### src/rtl/ddo_pkg.sv
// Shared types, constants and the CORDIC angle table for the odometry core.
`timescale 1ns / 1ps
package ddo_pkg;

   localparam int ANGLE_BITS_DEF = 32;
   localparam int CORDIC_ITERS   = 30;
   localparam int POS_W          = 56;
   localparam int WIDTH_W        = 11;

   localparam logic [WIDTH_W-1:0] TRACK_RESET = 11'd422;
   localparam logic [32:0]        CORDIC_START = 33'd652032874;
   localparam logic [25:0]        TURN_K       = 26'd44798134;
   localparam logic [25:0]        AV_MAX       = 26'd655350;

   // register index carried on csr_paddr[2]
   localparam logic CSR_TRACK_IDX = 1'b0;

   typedef enum logic [2:0] {
      ST_IDLE,
      ST_START,
      ST_RUN_A,
      ST_START_B,
      ST_RUN_B,
      ST_ROUND,
      ST_RUN_DIV,
      ST_UPDATE
   } state_type;

   typedef struct packed {
      logic start_a;
      logic start_b;
      logic start_div;
      logic update;
   } ctl_type;

   // atan(2^-i) in binary angle units, full turn = 2^32
   function automatic logic [31:0] atan_entry(input logic [4:0] idx);
      logic [31:0] v;
      unique case (idx)
         5'd0:  v = 32'd536870912;
         5'd1:  v = 32'd316933406;
         5'd2:  v = 32'd167458907;
         5'd3:  v = 32'd85004756;
         5'd4:  v = 32'd42667331;
         5'd5:  v = 32'd21354465;
         5'd6:  v = 32'd10679838;
         5'd7:  v = 32'd5340245;
         5'd8:  v = 32'd2670163;
         5'd9:  v = 32'd1335087;
         5'd10: v = 32'd667544;
         5'd11: v = 32'd333772;
         5'd12: v = 32'd166886;
         5'd13: v = 32'd83443;
         5'd14: v = 32'd41722;
         5'd15: v = 32'd20861;
         5'd16: v = 32'd10430;
         5'd17: v = 32'd5215;
         5'd18: v = 32'd2608;
         5'd19: v = 32'd1304;
         5'd20: v = 32'd652;
         5'd21: v = 32'd326;
         5'd22: v = 32'd163;
         5'd23: v = 32'd81;
         5'd24: v = 32'd41;
         5'd25: v = 32'd20;
         5'd26: v = 32'd10;
         5'd27: v = 32'd5;
         5'd28: v = 32'd3;
         5'd29: v = 32'd1;
         default: v = 32'd0;
      endcase
      return v;
   endfunction

endpackage

### src/rtl/ddo_mul.sv
// Bit-serial shift-and-add multiplier, one multiplier bit per cycle.
`timescale 1ns / 1ps
module ddo_mul
   import ddo_pkg::*;
#(
   parameter int AW = 32,
   parameter int BW = 34
) (
   input  logic             clock,
   input  logic             reset,
   input  logic             start,
   input  logic [AW-1:0]    a,
   input  logic [BW-1:0]    b,
   output logic             busy,
   output logic [AW+BW-1:0] product
);
   localparam int CW = (BW > 1) ? $clog2(BW) : 1;

   logic [AW-1:0] a_ff, a_in;
   logic [AW:0]   acc_ff, acc_in, sum;
   logic [BW-1:0] low_ff, low_in;
   logic [CW-1:0] cnt_ff, cnt_in;
   logic          busy_ff, busy_in;

   always_comb begin
      sum     = low_ff[0] ? (acc_ff + {1'b0, a_ff}) : acc_ff;
      a_in    = a_ff;
      acc_in  = acc_ff;
      low_in  = low_ff;
      cnt_in  = cnt_ff;
      busy_in = busy_ff;
      if (start) begin
         a_in    = a;
         acc_in  = '0;
         low_in  = b;
         cnt_in  = '0;
         busy_in = 1'b1;
      end else if (busy_ff) begin
         // shift the partial product right, one multiplier bit retired
         acc_in = sum >> 1;
         low_in = {sum[0], low_ff[BW-1:1]};
         cnt_in = cnt_ff + 1'b1;
         if (cnt_ff == CW'(BW - 1)) begin
            busy_in = 1'b0;
         end
      end
   end

   always_ff @(posedge clock) begin
      if (reset) begin
         busy_ff <= 1'b0;
         cnt_ff  <= '0;
      end else begin
         busy_ff <= busy_in;
         cnt_ff  <= cnt_in;
      end
      a_ff   <= a_in;
      acc_ff <= acc_in;
      low_ff <= low_in;
   end

   assign busy    = busy_ff;
   assign product = {acc_ff[AW-1:0], low_ff};

endmodule

### src/rtl/ddo_div.sv
// Restoring divider, one quotient bit per cycle.
`timescale 1ns / 1ps
module ddo_div
   import ddo_pkg::*;
#(
   parameter int NW = 45,
   parameter int DW = WIDTH_W
) (
   input  logic          clock,
   input  logic          reset,
   input  logic          start,
   input  logic [NW-1:0] num,
   input  logic [DW-1:0] den,
   output logic          busy,
   output logic [NW-1:0] quot
);
   localparam int CW = $clog2(NW);

   logic [DW-1:0] den_ff, den_in, rem_ff, rem_in;
   logic [NW-1:0] quo_ff, quo_in;
   logic [CW-1:0] cnt_ff, cnt_in;
   logic          busy_ff, busy_in;
   logic [DW:0]   r2, diff;
   logic          ge;

   always_comb begin
      r2      = {rem_ff, quo_ff[NW-1]};
      diff    = r2 - {1'b0, den_ff};
      ge      = (r2 >= {1'b0, den_ff});
      den_in  = den_ff;
      rem_in  = rem_ff;
      quo_in  = quo_ff;
      cnt_in  = cnt_ff;
      busy_in = busy_ff;
      if (start) begin
         den_in  = den;
         rem_in  = '0;
         quo_in  = num;
         cnt_in  = '0;
         busy_in = 1'b1;
      end else if (busy_ff) begin
         rem_in = ge ? diff[DW-1:0] : r2[DW-1:0];
         quo_in = {quo_ff[NW-2:0], ge};
         cnt_in = cnt_ff + 1'b1;
         if (cnt_ff == CW'(NW - 1)) begin
            busy_in = 1'b0;
         end
      end
   end

   always_ff @(posedge clock) begin
      if (reset) begin
         busy_ff <= 1'b0;
         cnt_ff  <= '0;
      end else begin
         busy_ff <= busy_in;
         cnt_ff  <= cnt_in;
      end
      den_ff <= den_in;
      rem_ff <= rem_in;
      quo_ff <= quo_in;
   end

   assign busy = busy_ff;
   assign quot = quo_ff;

endmodule

### src/rtl/diff_drive_odometry_core.sv
// Top level of the differential-drive odometry integrator.
// Per item: 30 CORDIC iterations, a bit-serial 34-bit multiply and a 45-bit restoring
// heading divide, with handover states between them. A new item is taken only when idle,
// after the last one is done; the serial multiply and divide units work on one item at
// a time. A result held by a stalled receiver holds the next pose update.
// Reset: synchronous, active high; pose clears to zero, track width to 422 mm.
`timescale 1ns / 1ps
module diff_drive_odometry_core
   import ddo_pkg::*;
#(
   parameter int ANGLE_BITS = ANGLE_BITS_DEF
) (
   input  logic         clock,
   input  logic         reset,
   // input items
   input  logic         req_tvalid,
   output logic         req_tready,
   input  logic [55:0]  req_tdata,   // left_speed[15:0], right_speed[31:16], elapsed_us[49:32]
   // result items
   output logic         rsp_tvalid,
   input  logic         rsp_tready,
   output logic [183:0] rsp_tdata,   // pos_x[55:0], pos_y[111:56], heading[143:112],
                                     // linear_velocity[159:144], angular_velocity[180:160]
   // register port
   input  logic         csr_psel,
   input  logic         csr_penable,
   input  logic         csr_pwrite,
   input  logic [2:0]   csr_paddr,
   input  logic [31:0]  csr_pwdata,
   output logic [31:0]  csr_prdata,
   output logic         csr_pready
);
   // clear the angle bits below the configured resolution
   localparam logic [31:0] ANGLE_MASK = ~((32'd1 << (32 - ANGLE_BITS)) - 32'd1);
   localparam logic [POS_W-1:0] POS_MAX = {1'b0, {(POS_W-1){1'b1}}};
   localparam logic [POS_W-1:0] POS_MIN = {1'b1, {(POS_W-1){1'b0}}};

   state_type state_ff, state_in;
   ctl_type   ctl;

   // ---------------- configuration ----------------
   logic [WIDTH_W-1:0] track_ff, track_in, w_eff;
   logic               csr_wr;

   assign csr_pready = 1'b1;
   assign csr_wr     = csr_psel && csr_penable && csr_pwrite && csr_pready;

   always_comb begin
      track_in = track_ff;
      if (csr_wr && (csr_paddr[2] == CSR_TRACK_IDX)) begin
         track_in = csr_pwdata[WIDTH_W-1:0];
      end
   end

   assign csr_prdata = (csr_paddr[2] == CSR_TRACK_IDX) ? {21'd0, track_ff} : 32'd0;
   // a zero width behaves as one millimetre
   assign w_eff = (track_ff == '0) ? WIDTH_W'(1) : track_ff;

   // ---------------- captured item ----------------
   logic signed [15:0] vl_ff, vl_in, vr_ff, vr_in;
   logic [17:0]        t_ff, t_in;
   logic               req_fire;

   assign req_tready = (state_ff == ST_IDLE);
   assign req_fire   = req_tvalid && req_tready;

   always_comb begin
      vl_in = vl_ff;
      vr_in = vr_ff;
      t_in  = t_ff;
      if (req_fire) begin
         vl_in = req_tdata[15:0];
         vr_in = req_tdata[31:16];
         t_in  = req_tdata[49:32];
      end
   end

   logic signed [16:0] sum_s, dif_s;
   logic [16:0]        sum_mag, dif_mag;
   logic [26:0]        av_prod;
   logic [25:0]        av_num;

   assign sum_s   = $signed({vl_ff[15], vl_ff}) + $signed({vr_ff[15], vr_ff});
   assign dif_s   = $signed({vr_ff[15], vr_ff}) - $signed({vl_ff[15], vl_ff});
   assign sum_mag = sum_s[16] ? (17'd0 - $unsigned(sum_s)) : $unsigned(sum_s);
   assign dif_mag = dif_s[16] ? (17'd0 - $unsigned(dif_s)) : $unsigned(dif_s);
   // |dv| * 1000 by shifts, plus half the width for rounding
   assign av_prod = ({10'd0, dif_mag} << 10) - ({10'd0, dif_mag} << 4)
                  - ({10'd0, dif_mag} << 3) + {16'd0, (w_eff >> 1)};
   assign av_num  = av_prod[25:0];

   // ---------------- CORDIC ----------------
   logic signed [32:0] cx_ff, cx_in, cy_ff, cy_in, cz_ff, cz_in;
   logic signed [32:0] xs, ys, at;
   logic [4:0]         citer_ff, citer_in;
   logic               cbusy_ff, cbusy_in, cflip_ff, cflip_in;
   logic [31:0]        ang_m;
   logic               ang_flip;
   logic [31:0]        heading_ff, heading_in;

   assign ang_m    = heading_ff & ANGLE_MASK;
   assign ang_flip = ang_m[31] ^ ang_m[30];
   assign xs       = cx_ff >>> citer_ff;
   assign ys       = cy_ff >>> citer_ff;
   assign at       = $signed({1'b0, atan_entry(citer_ff)});

   always_comb begin
      cx_in    = cx_ff;
      cy_in    = cy_ff;
      cz_in    = cz_ff;
      citer_in = citer_ff;
      cbusy_in = cbusy_ff;
      cflip_in = cflip_ff;
      if (ctl.start_a) begin
         // fold the angle into the right half plane, negate the result later
         cx_in    = $signed(CORDIC_START);
         cy_in    = '0;
         cz_in    = $signed({ang_m[31] ^ ang_flip, ang_m[31] ^ ang_flip, ang_m[30:0]});
         citer_in = '0;
         cbusy_in = 1'b1;
         cflip_in = ang_flip;
      end else if (cbusy_ff) begin
         if (!cz_ff[32]) begin
            cx_in = cx_ff - ys;
            cy_in = cy_ff + xs;
            cz_in = cz_ff - at;
         end else begin
            cx_in = cx_ff + ys;
            cy_in = cy_ff - xs;
            cz_in = cz_ff + at;
         end
         citer_in = citer_ff + 5'd1;
         if (citer_ff == 5'(CORDIC_ITERS - 1)) begin
            cbusy_in = 1'b0;
         end
      end
   end

   logic signed [32:0] c_full, s_full;
   logic [31:0]        c_mag, s_mag;

   assign c_full = cflip_ff ? -cx_ff : cx_ff;
   assign s_full = cflip_ff ? -cy_ff : cy_ff;
   assign c_mag  = c_full[32] ? 32'(-c_full) : c_full[31:0];
   assign s_mag  = s_full[32] ? 32'(-s_full) : s_full[31:0];

   // ---------------- serial arithmetic units ----------------
   logic [34:0] prod_s, prod_d;
   logic [65:0] prod_x, prod_y;
   logic [59:0] prod_h;
   logic [25:0] quot_a;
   logic [44:0] quot_h, hnum;
   logic        bs_s, bs_d, bs_x, bs_y, bs_h, bs_a, bs_dh;

   ddo_mul #(.AW(17), .BW(18)) u_mul_s (
      .clock(clock), .reset(reset), .start(ctl.start_a),
      .a(sum_mag), .b(t_ff), .busy(bs_s), .product(prod_s));

   ddo_mul #(.AW(17), .BW(18)) u_mul_d (
      .clock(clock), .reset(reset), .start(ctl.start_a),
      .a(dif_mag), .b(t_ff), .busy(bs_d), .product(prod_d));

   ddo_mul #(.AW(32), .BW(34)) u_mul_x (
      .clock(clock), .reset(reset), .start(ctl.start_b),
      .a(c_mag), .b(prod_s[33:0]), .busy(bs_x), .product(prod_x));

   ddo_mul #(.AW(32), .BW(34)) u_mul_y (
      .clock(clock), .reset(reset), .start(ctl.start_b),
      .a(s_mag), .b(prod_s[33:0]), .busy(bs_y), .product(prod_y));

   ddo_mul #(.AW(26), .BW(34)) u_mul_h (
      .clock(clock), .reset(reset), .start(ctl.start_b),
      .a(TURN_K), .b(prod_d[33:0]), .busy(bs_h), .product(prod_h));

   ddo_div #(.NW(26), .DW(WIDTH_W)) u_div_a (
      .clock(clock), .reset(reset), .start(ctl.start_a),
      .num(av_num), .den(w_eff), .busy(bs_a), .quot(quot_a));

   ddo_div #(.NW(45), .DW(WIDTH_W)) u_div_h (
      .clock(clock), .reset(reset), .start(ctl.start_div),
      .num(hnum), .den(w_eff), .busy(bs_dh), .quot(quot_h));

   // ---------------- rounding of the displacement ----------------
   logic [66:0] rsum_x, rsum_y;
   logic [60:0] hsum;
   logic [34:0] rx, ry;
   logic signed [35:0] dx_ff, dx_in, dy_ff, dy_in;
   logic        negx_ff, negx_in, negy_ff, negy_in;

   assign rsum_x = {1'b0, prod_x} + (67'd1 << 30);
   assign rsum_y = {1'b0, prod_y} + (67'd1 << 30);
   assign rx     = rsum_x[65:31];
   assign ry     = rsum_y[65:31];
   // divide by width * 2^16: round at 2^16 first, then divide by the width
   assign hsum   = {1'b0, prod_h} + {35'd0, w_eff, 15'd0};
   assign hnum   = hsum[60:16];

   always_comb begin
      negx_in = negx_ff;
      negy_in = negy_ff;
      dx_in   = dx_ff;
      dy_in   = dy_ff;
      if (ctl.start_b) begin
         negx_in = sum_s[16] ^ c_full[32];
         negy_in = sum_s[16] ^ s_full[32];
      end
      if (ctl.start_div) begin
         dx_in = negx_ff ? $signed(36'd0 - {1'b0, rx}) : $signed({1'b0, rx});
         dy_in = negy_ff ? $signed(36'd0 - {1'b0, ry}) : $signed({1'b0, ry});
      end
   end

   // ---------------- pose update and result register ----------------
   logic signed [POS_W-1:0] x_ff, x_in, y_ff, y_in;
   logic [POS_W:0]          sum_x, sum_y;
   logic [19:0]             mav;
   logic [15:0]             lv_ff, lv_in;
   logic [20:0]             av_ff, av_in;
   logic                    rsp_valid_ff, rsp_valid_in, update_fire;

   assign update_fire = ctl.update && (!rsp_valid_ff || rsp_tready);
   assign sum_x = {x_ff[POS_W-1], x_ff} + {{(POS_W-35){dx_ff[35]}}, dx_ff};
   assign sum_y = {y_ff[POS_W-1], y_ff} + {{(POS_W-35){dy_ff[35]}}, dy_ff};
   // clamp the angular rate magnitude
   assign mav   = (quot_a > AV_MAX) ? AV_MAX[19:0] : quot_a[19:0];

   always_comb begin
      x_in         = x_ff;
      y_in         = y_ff;
      heading_in   = heading_ff;
      lv_in        = lv_ff;
      av_in        = av_ff;
      rsp_valid_in = rsp_valid_ff;
      if (rsp_valid_ff && rsp_tready) begin
         rsp_valid_in = 1'b0;
      end
      if (update_fire) begin
         // saturate on overflow of the signed position
         if (sum_x[POS_W] != sum_x[POS_W-1]) begin
            x_in = sum_x[POS_W] ? POS_MIN : POS_MAX;
         end else begin
            x_in = sum_x[POS_W-1:0];
         end
         if (sum_y[POS_W] != sum_y[POS_W-1]) begin
            y_in = sum_y[POS_W] ? POS_MIN : POS_MAX;
         end else begin
            y_in = sum_y[POS_W-1:0];
         end
         // heading wraps modulo a full turn
         heading_in   = dif_s[16] ? (heading_ff - quot_h[31:0])
                                  : (heading_ff + quot_h[31:0]);
         lv_in        = sum_s[16:1];
         av_in        = dif_s[16] ? (21'd0 - {1'b0, mav}) : {1'b0, mav};
         rsp_valid_in = 1'b1;
      end
   end

   assign rsp_tvalid = rsp_valid_ff;
   assign rsp_tdata  = {3'd0, av_ff, lv_ff, heading_ff, y_ff, x_ff};

   // ---------------- sequencer ----------------
   always_comb begin
      state_in = state_ff;
      unique case (state_ff)
         ST_IDLE:    if (req_fire) begin
                        state_in = ST_START;
                     end
         ST_START:   state_in = ST_RUN_A;
         ST_RUN_A:   if (!cbusy_ff && !bs_s && !bs_d) begin
                        state_in = ST_START_B;
                     end
         ST_START_B: state_in = ST_RUN_B;
         ST_RUN_B:   if (!bs_x && !bs_y && !bs_h) begin
                        state_in = ST_ROUND;
                     end
         ST_ROUND:   state_in = ST_RUN_DIV;
         ST_RUN_DIV: if (!bs_dh && !bs_a) begin
                        state_in = ST_UPDATE;
                     end
         ST_UPDATE:  if (!rsp_valid_ff || rsp_tready) begin
                        state_in = ST_IDLE;
                     end
         default:    state_in = ST_IDLE;
      endcase
   end

   always_comb begin
      ctl           = '0;
      ctl.start_a   = (state_ff == ST_START);
      ctl.start_b   = (state_ff == ST_START_B);
      ctl.start_div = (state_ff == ST_ROUND);
      ctl.update    = (state_ff == ST_UPDATE);
   end

   always_ff @(posedge clock) begin
      if (reset) begin
         state_ff     <= ST_IDLE;
         track_ff     <= TRACK_RESET;
         x_ff         <= '0;
         y_ff         <= '0;
         heading_ff   <= '0;
         rsp_valid_ff <= 1'b0;
         cbusy_ff     <= 1'b0;
         citer_ff     <= '0;
      end else begin
         state_ff     <= state_in;
         track_ff     <= track_in;
         x_ff         <= x_in;
         y_ff         <= y_in;
         heading_ff   <= heading_in;
         rsp_valid_ff <= rsp_valid_in;
         cbusy_ff     <= cbusy_in;
         citer_ff     <= citer_in;
      end
      vl_ff    <= vl_in;
      vr_ff    <= vr_in;
      t_ff     <= t_in;
      cx_ff    <= cx_in;
      cy_ff    <= cy_in;
      cz_ff    <= cz_in;
      cflip_ff <= cflip_in;
      negx_ff  <= negx_in;
      negy_ff  <= negy_in;
      dx_ff    <= dx_in;
      dy_ff    <= dy_in;
      lv_ff    <= lv_in;
      av_ff    <= av_in;
   end

`ifndef SYNTHESIS
   a_accept_starts: assert property (@(posedge clock) disable iff (reset)
      req_fire |=> (state_ff == ST_START))
      else $error("accepted item did not start processing");

   a_update_presents: assert property (@(posedge clock) disable iff (reset)
      update_fire |=> rsp_tvalid)
      else $error("pose update without a result");

   a_cordic_window: assert property (@(posedge clock) disable iff (reset)
      cbusy_ff |-> (state_ff == ST_RUN_A))
      else $error("CORDIC running outside its phase");
`endif

endmodule
### config.mk
export PLATFORM = sky130hd
export DESIGN_NAME = diff_drive_odometry_core
export DESIGN_NICKNAME = d
export VERILOG_FILES = /design/src/rtl/ddo_pkg.sv /design/src/rtl/ddo_mul.sv /design/src/rtl/ddo_div.sv /design/src/rtl/diff_drive_odometry_core.sv
export SDC_FILE = /design/constraint.sdc
export NUM_CORES = 2
export LEC_CHECK = 0
export BUFFER_PORTS_ARGS = -buffer_cell sky130_fd_sc_hd__buf_2
export CORE_MARGIN = 10
export CORE_UTILIZATION = 44
export CTS_BUF_LIST = sky130_fd_sc_hd__clkbuf_16
export CTS_CLUSTER_SIZE = 30
export DETAILED_ROUTE_END_ITERATION = 12
export GPL_ROUTABILITY_DRIVEN = 0
export PLACE_DENSITY = 0.67
export SYNTH_ARGS = -nofsm -noshare
export SYNTH_HDL_FRONTEND = slang
export SYNTH_SLANG_ARGS = --single-unit
### constraint.sdc
create_clock -name clock -period 9.6 [get_ports clock]
set_input_delay 1.44 -clock clock [delete_from_list [all_inputs] [get_ports clock]]
set_output_delay 1.44 -clock clock [all_outputs]
set_load 0.1 [all_outputs]
## Word level (Yosys, flattened, before mapping)

Memory sizes are Yosys's and may differ from the RTL's. A register that Yosys moved wholly into a read port is not among the register bits.
Index checks and enable logic that the tools add are counted.

- Register bits after elaboration: 947
- ROM bits: 960
- Input bits: 98
- Output and inout bits: 219
- Memories kept: 1

Memory list:

| name | words | width | rd ports | clocked after Yosys merged registers in | write ports | line | RTL |
|---|---|---|---|---|---|---|---|
| (name not given) | 32 | 30 | 1 | 1 | 0 | ddo_pkg.sv:39 | `unique case (idx)` |

- Add/sub/neg operators: 42
- $lt $le $gt $ge: 3
- Equal/unequal tests: 22
- Shift operators: 2
- Multiplexer cells: 77
- Bitwise gates (word level): 5
- Reductions and logical operators: 36

Operators with widths:

| kind | count |
|---|---|
| $mux 33 | 9 |
| $mux 56 | 4 |
| $mux 34 | 6 |
| $add 66x31->66 const B | 2 |
| $add 56x36->57 | 2 |
| $mux 18 | 6 |
| $add 33x33->33 | 3 |
| $sub 33x33->33 | 3 |
| $mux 32 | 3 |
| $mux 45 | 2 |
| $sub 1x35->36 const A | 2 |
| $mux 35 | 2 |
| $add 32x32->33 | 2 |
| $neg 33->33 | 2 |
| $sshr 33x5->33 | 2 |
| $neg 32->32 | 2 |
| $add 60x26->61 | 1 |
| $mux 26 | 2 |
| $mux 11 | 4 |
| $mux 20 | 2 |
| $add 17x17->18 | 2 |
| $sub 1x17->17 const A | 2 |
| $add 32x32->32 | 1 |
| $sub 32x32->32 | 1 |
| 37 further kinds | 120 |

## Depth between registers and ports, before layout

- Depth in word-level cells: 7
- Mapped depth: 32
- Depth with buffers taken out: 27

## Modules after synthesis

From an unflattened synthesis, not the netlist that was laid out.

- Cell total of the unflattened synthesis: 8871
- Area total of the unflattened synthesis: 78395.2 µm²

By module, submodules not included:

| module | times used | cells each | area an instance (µm²) | seq. area each (µm²) |
|---|---|---|---|---|
| diff_drive_odometry_core | 1 | 6111 | 48383.9 | 11080.6 |
| ddo_mul at u_mul_d ... | 2 | 285 | 3070.4 | 1511.4 |
| ddo_mul at u_mul_y | 1 | 571 | 5973.2 | 2762.6 |
| ddo_mul at u_mul_x | 1 | 573 | 5939.4 | 2762.6 |
| ddo_mul at u_mul_h | 1 | 500 | 5290.1 | 2462.4 |
| ddo_div at u_div_h | 1 | 282 | 3642.2 | 2042.0 |
| ddo_div at u_div_a | 1 | 264 | 3025.4 | 1451.4 |

## Least setup slack after synthesis

Ideal clock, no wire load.

- Path kind: reg-to-reg
- Start: register citer_ff[0]
- End: register cy_ff[31]
- Setup time: 128 ps
- Arrival: 5904 ps
- Setup slack: 3569 ps
- Stages on the path, launching flop included: 25
- Clock period less this slack: 6031 ps
- Cell sequence: dfxtp_1 > buf_4 > buf_2 > buf_2 > mux4_2 > mux4_2 > nand2_1 > a21boi_0 > ha_1 > nand4_1 > nor3_2 > a21oi_1 > xor2_1 > ha_1 > a21oi_1 > o21ai_0 > a221oi_1 > a31o_2 > a21boi_0 > o41ai_1 > o311ai_0 > a311o_1 > xor2_1 > mux2i_1 > nor2_1

- Cells in the longest elaborated chain, start to end: 3
- Elaborated cells between the ends (all ways): 4
- Those cells by class: 2 x add/sub; 1 x shift; 1 x mux

Ends and longest elaborated chain:

| item | line | RTL |
|---|---|---|
| from (decl) | diff_drive_odometry_core.sv:95 | `logic [4:0] citer_ff, citer_in;` |
| from (signal assigned) | diff_drive_odometry_core.sv:313 | `citer_ff <= citer_in;` |
| $sshr 33x5->33 (*) | diff_drive_odometry_core.sv:103 | `assign xs = cx_ff >>> citer_ff;` |
| $add 33x33->33 / $sub 33x33->33 (equally long branches) | diff_drive_odometry_core.sv:125, diff_drive_odometry_core.sv:129 |  |
| $mux 33 (*) | diff_drive_odometry_core.sv:123 | `if (!cz_ff[32]) begin` |
| to (signal assigned) | diff_drive_odometry_core.sv:319 | `cy_ff <= cy_in;` |
| to (decl) | diff_drive_odometry_core.sv:93 | `logic signed [32:0] cx_ff, cx_in, cy_ff, cy_in, cz_ff, cz_in;` |

Mark *: on every way between the ends. The rest lies on a longest branch, timed or not.
A chain may end at the register's enable or synchronous reset.

## Final worst setup path

- Start: register citer_ff[0]
- End: register cx_ff[31]

- Cells in the longest elaborated chain, start to end: 3
- Elaborated cells between the ends (all ways): 4
- Those cells by class: 2 x add/sub; 1 x shift; 1 x mux

Ends and longest elaborated chain:

| item | line | RTL |
|---|---|---|
| $sshr 33x5->33 (*) | diff_drive_odometry_core.sv:104 | `assign ys = cy_ff >>> citer_ff;` |
| $sub 33x33->33 / $add 33x33->33 (equally long branches) | diff_drive_odometry_core.sv:124, diff_drive_odometry_core.sv:128 |  |
| $mux 33 (*) | diff_drive_odometry_core.sv:123 |  |
| to (signal assigned) | diff_drive_odometry_core.sv:318 | `cx_ff <= cx_in;` |
| to (decl) | diff_drive_odometry_core.sv:93 |  |

Marked as above.

==> summary.md <==
| Metric | Value |
|---|---|
| Status | `finished clean` |
| Slew Limit Fails | `0` |
| Yosys warning total | `0` |
| Commonest non-fill, non-tap cells in the layout | `1,090 x nand2_1, 804 x nor2_1, 692 x a21oi_1, 600 x o21ai_0, 523 x edfxtp_1` |
| Peak VDD IR | `0.227 mV` |
| Tot Pwr | `0.0230 W` |
| P_leak | `32.8 nW` |
| RSZ-0062 raised after global routing | `no` |
| Max-cap violations | `0` |
| Clock tree buffer depth | `3` |
| Post-synth top flop | `edfxtp_1` |
| # diodes | `0` |
| Final hold vios | `0` |
| Met1 Use GR | `0.271` |
| Type of the worst setup path | `reg2reg` |
| Final wirelength | `204,000 um` |
| Tcrit/Tclk final | `0.796` |
| Synth area leaders | `edfxtp_1 21%, dfxtp_1 12%, ha_1 7.8%, xnor2_1 6.0%, nand2_1 5.5%` |
| Port buffer count | `262` |
| Synth Instances | `8,798` |
| CTS tree | `built` |
| Std-Cell Rows | `150` |
| Pwr Density | `286 nW/um2` |
| Post-route ant nets | `0` |
| # setup viols final | `0` |
| # nets final | `9,290` |
| Overflow after GRT | `0` |
| Area leader, netlist | `edfxtp_1` |
| Initial Util | `0.444` |
| Worst setup SP type | `register` |
| Max Clock Freq | `131 MHz` |
| DRC errors left | `0` |
| Setup total negative slack | `0 ns` |
| I/O pin count | `317` |
| CP Capture Type | `register` |
| Aggregate global-route resource usage | `0.208` |
| Largest net degree at the start of global routing | `121` |
| Gr busiest metal | `met2` |
| Slew headroom | `0.158` |
| DRT Pass-1 Iters | `6` |
| Hold_buf cts | `0` |
| Vias per cell | `5.88` |
| Hold/Removal Path Class | `reg2reg` |
| Die Area | `186,000 um2` |
| Crit path max fanout | `54` |
| GR Util met3 | `0.0294` |
| Met2 Usage GRT | `0.345` |
| Post CTS Setup Buffer Count | `0` |
| CTS clk-pin slew, worst paths | `0.06 ns` |
| Netlist Area Pre-Place | `74,500 um2` |
| Hold slack | `0.475 ns` |
| Clock sink total | `976` |
| Fillers | `15,735` |
| Hpwl dp | `150,000 um` |
| Die Height | `431 um` |
| Share of layout cells above drive strength 1 | `0.0799` |
| Async SR Flop Fraction | `0` |
| Core area | `168,000 um2` |
| Avg Cell Area, Syn | `8.46 um2` |
| Vias in the first global route | `61,108` |
| Worst path required time | `10.23 ns` |
| Routed vias | `64,696` |
| Worst EP arrival | `8.27 ns` |
| Util after Layout | `0.481` |
| Clock Skews | `0.0671 ns` |
| H-tree depth | `3` |
| Commonest non-fill, non-tap cell in the layout | `nand2_1` |
| Worst-Margin Slew | `1.23 ns` |
| Num CTS Buffers | `112` |
| Root buf cell | `clkbuf_16` |
| #FFs+latches synth | `976` |
| First-pass GRT wire length | `325,000 um` |
| Layout area overhead | `8.22%` |
| Initial antenna violation count | `5` |
| Worst-Skew Late Latency | `0.78 ns` |
| Netlist cell types | `105` |
| Share of Yosys cell area claimed by the top area cell type | `0.211` |
| Final min period | `7.64 ns` |
| PostCTS Resize Cnt | `0` |
| Initial DRC count | `5,102` |
| Post-DR wirelength/cell | `18.5 um` |
| Chip width | `431 um` |
| Seq/Total Area, Yosys | `0.333` |
| EDFF count, synth | `523` |
## area by class of cell
cell class | instances | area (um2) | area share
clock buffer | 116 | 2900 | 0.0360
clock inverter | 98 | 764 | 0.00949
inverter | 307 | 1170 | 0.0145
multi-input combinational | 6975 | 46400 | 0.575
sequential | 976 | 24800 | 0.308
tap | 2204 | 2760 | 0.0342
timing repair buffer | 327 | 1820 | 0.0226
## per-stage QoR
step	setup slack (ns)	std cells	cell area, um2
4_1_cts	2.09	11003	80600
6_report	1.96	11003	80600
2_1_floorplan	3.57	8821	74500
3_3_place_gp	2.16	10789	76900
3_5_place_dp	2.15	10789	76900
5_1_grt	1.26	11003	80600
## worst paths after layout
| kind | to | slack (ns) | startpoint | depth (start not counted) |
|---|---|---|---|---|
| max | cx_ff[31]$_SDFFE_PP0P_ | 1.96 | citer_ff[0]$_SDFFE_PP0P_ | 27 |
| min | u_div_h.rem_ff[10]$_SDFFE_PP0P_ | 0.48 | u_div_h.rem_ff[10]$_SDFFE_PP0P_ | 2 |
| max reg2reg | cx_ff[31]$_SDFFE_PP0P_ | 1.96 | citer_ff[0]$_SDFFE_PP0P_ | 27 |
| min reg2reg | u_div_h.rem_ff[10]$_SDFFE_PP0P_ | 0.48 | u_div_h.rem_ff[10]$_SDFFE_PP0P_ | 2 |
## report_power, final
part           switching, W  internal, W  total [W]
Combinational       0.00684      0.00522     0.0121
Sequential          0.00126      0.00542    0.00668
Clock               0.00186      0.00241    0.00428
Total               0.00996       0.0131     0.0230
## per-layer routing
metal,part of all wire,wire length (um),vias up
met3,0.067,13600,457
met1,0.43,88600,30485
met5,0,0,-
met4,0.044,9010,0
li1,-,-,31488
met2,0.45,92800,2266
## state kept, by name, summed over array words and instances, names as in the netlist, 33 cells and up
signal          flops
dy_ff              36
x_ff               56
cy_ff              33
u_div_h.quot       45
cz_ff              33
u_mul_h.low_ff     34
u_mul_y.low_ff     34
cx_ff              33
u_mul_x.low_ff     34
dx_ff              36
y_ff               56
## worst max-delay path: stages (launching register included)
cell      delay, ns
dfxtp_4        0.67
buf_4          0.74
mux4_2         0.69
mux2_2         0.31
nand2_1        0.06
o21ai_0        0.21
mux2i_1        0.29
ha_1           0.24
inv_1          0.06
a211oi_1       0.29
nor4b_1        0.76
nand2_1        0.11
o21a_1         0.20
xor2_1         0.14
nor2_1         0.06
a31oi_1        0.23
ha_1           0.34
a21oi_1        0.20
nand3_1        0.09
o21ai_0        0.27
o31ai_1        0.19
a211oi_1       0.42
nor2b_1        0.10
o21ai_0        0.22
nand2b_1       0.12
a31oi_1        0.22
xor2_1         0.16
a21oi_1        0.08
## synth_stat cells (18+ instances only)
library cell,number
mux2_2,33
or2_2,27
nand3_1,182
xnor2_1,510
o221ai_1,24
edfxtp_1,523
o31ai_1,62
mux2i_1,186
o41ai_1,18
nor3_1,172
a21o_1,188
nor2b_1,77
xor2_1,330
nand2_1,1092
a211o_1,21
a31oi_1,103
and2_1,54
a211oi_1,230
nand2b_1,96
dfxtp_1,453
a21boi_0,38
or3_1,81
inv_1,299
buf_1,48
a21oi_1,693
buf_4,33
mux4_2,76
o21bai_1,56
nor2_1,804
or4_1,20
buf_2,34
o31a_1,22
ha_1,465
o211ai_1,48
nand4_1,85
nor4_1,42
clkbuf_1,444
fa_1,28
o21ai_0,600
and3_1,79
a221oi_1,21
and4_1,19
o21a_1,58
## kinds of logic (layout without fill, tap and decap cells)
family                     Yosys count  after routing  share of synthesized area
other                                2             25                   0.000101
muxes                              295            295                     0.0530
buffers and inverters              870            848                     0.0465
DFF                                976            976                      0.333
AOI/OAI and AO/OA                 2400           2400                      0.203
xor gates and xnor gates           842            842                     0.0993
and+or+nand+nor                   2908           2908                      0.178
adders and majority gates          505            505                     0.0873
Note: power is estimated with default switching activity, not from simulation.
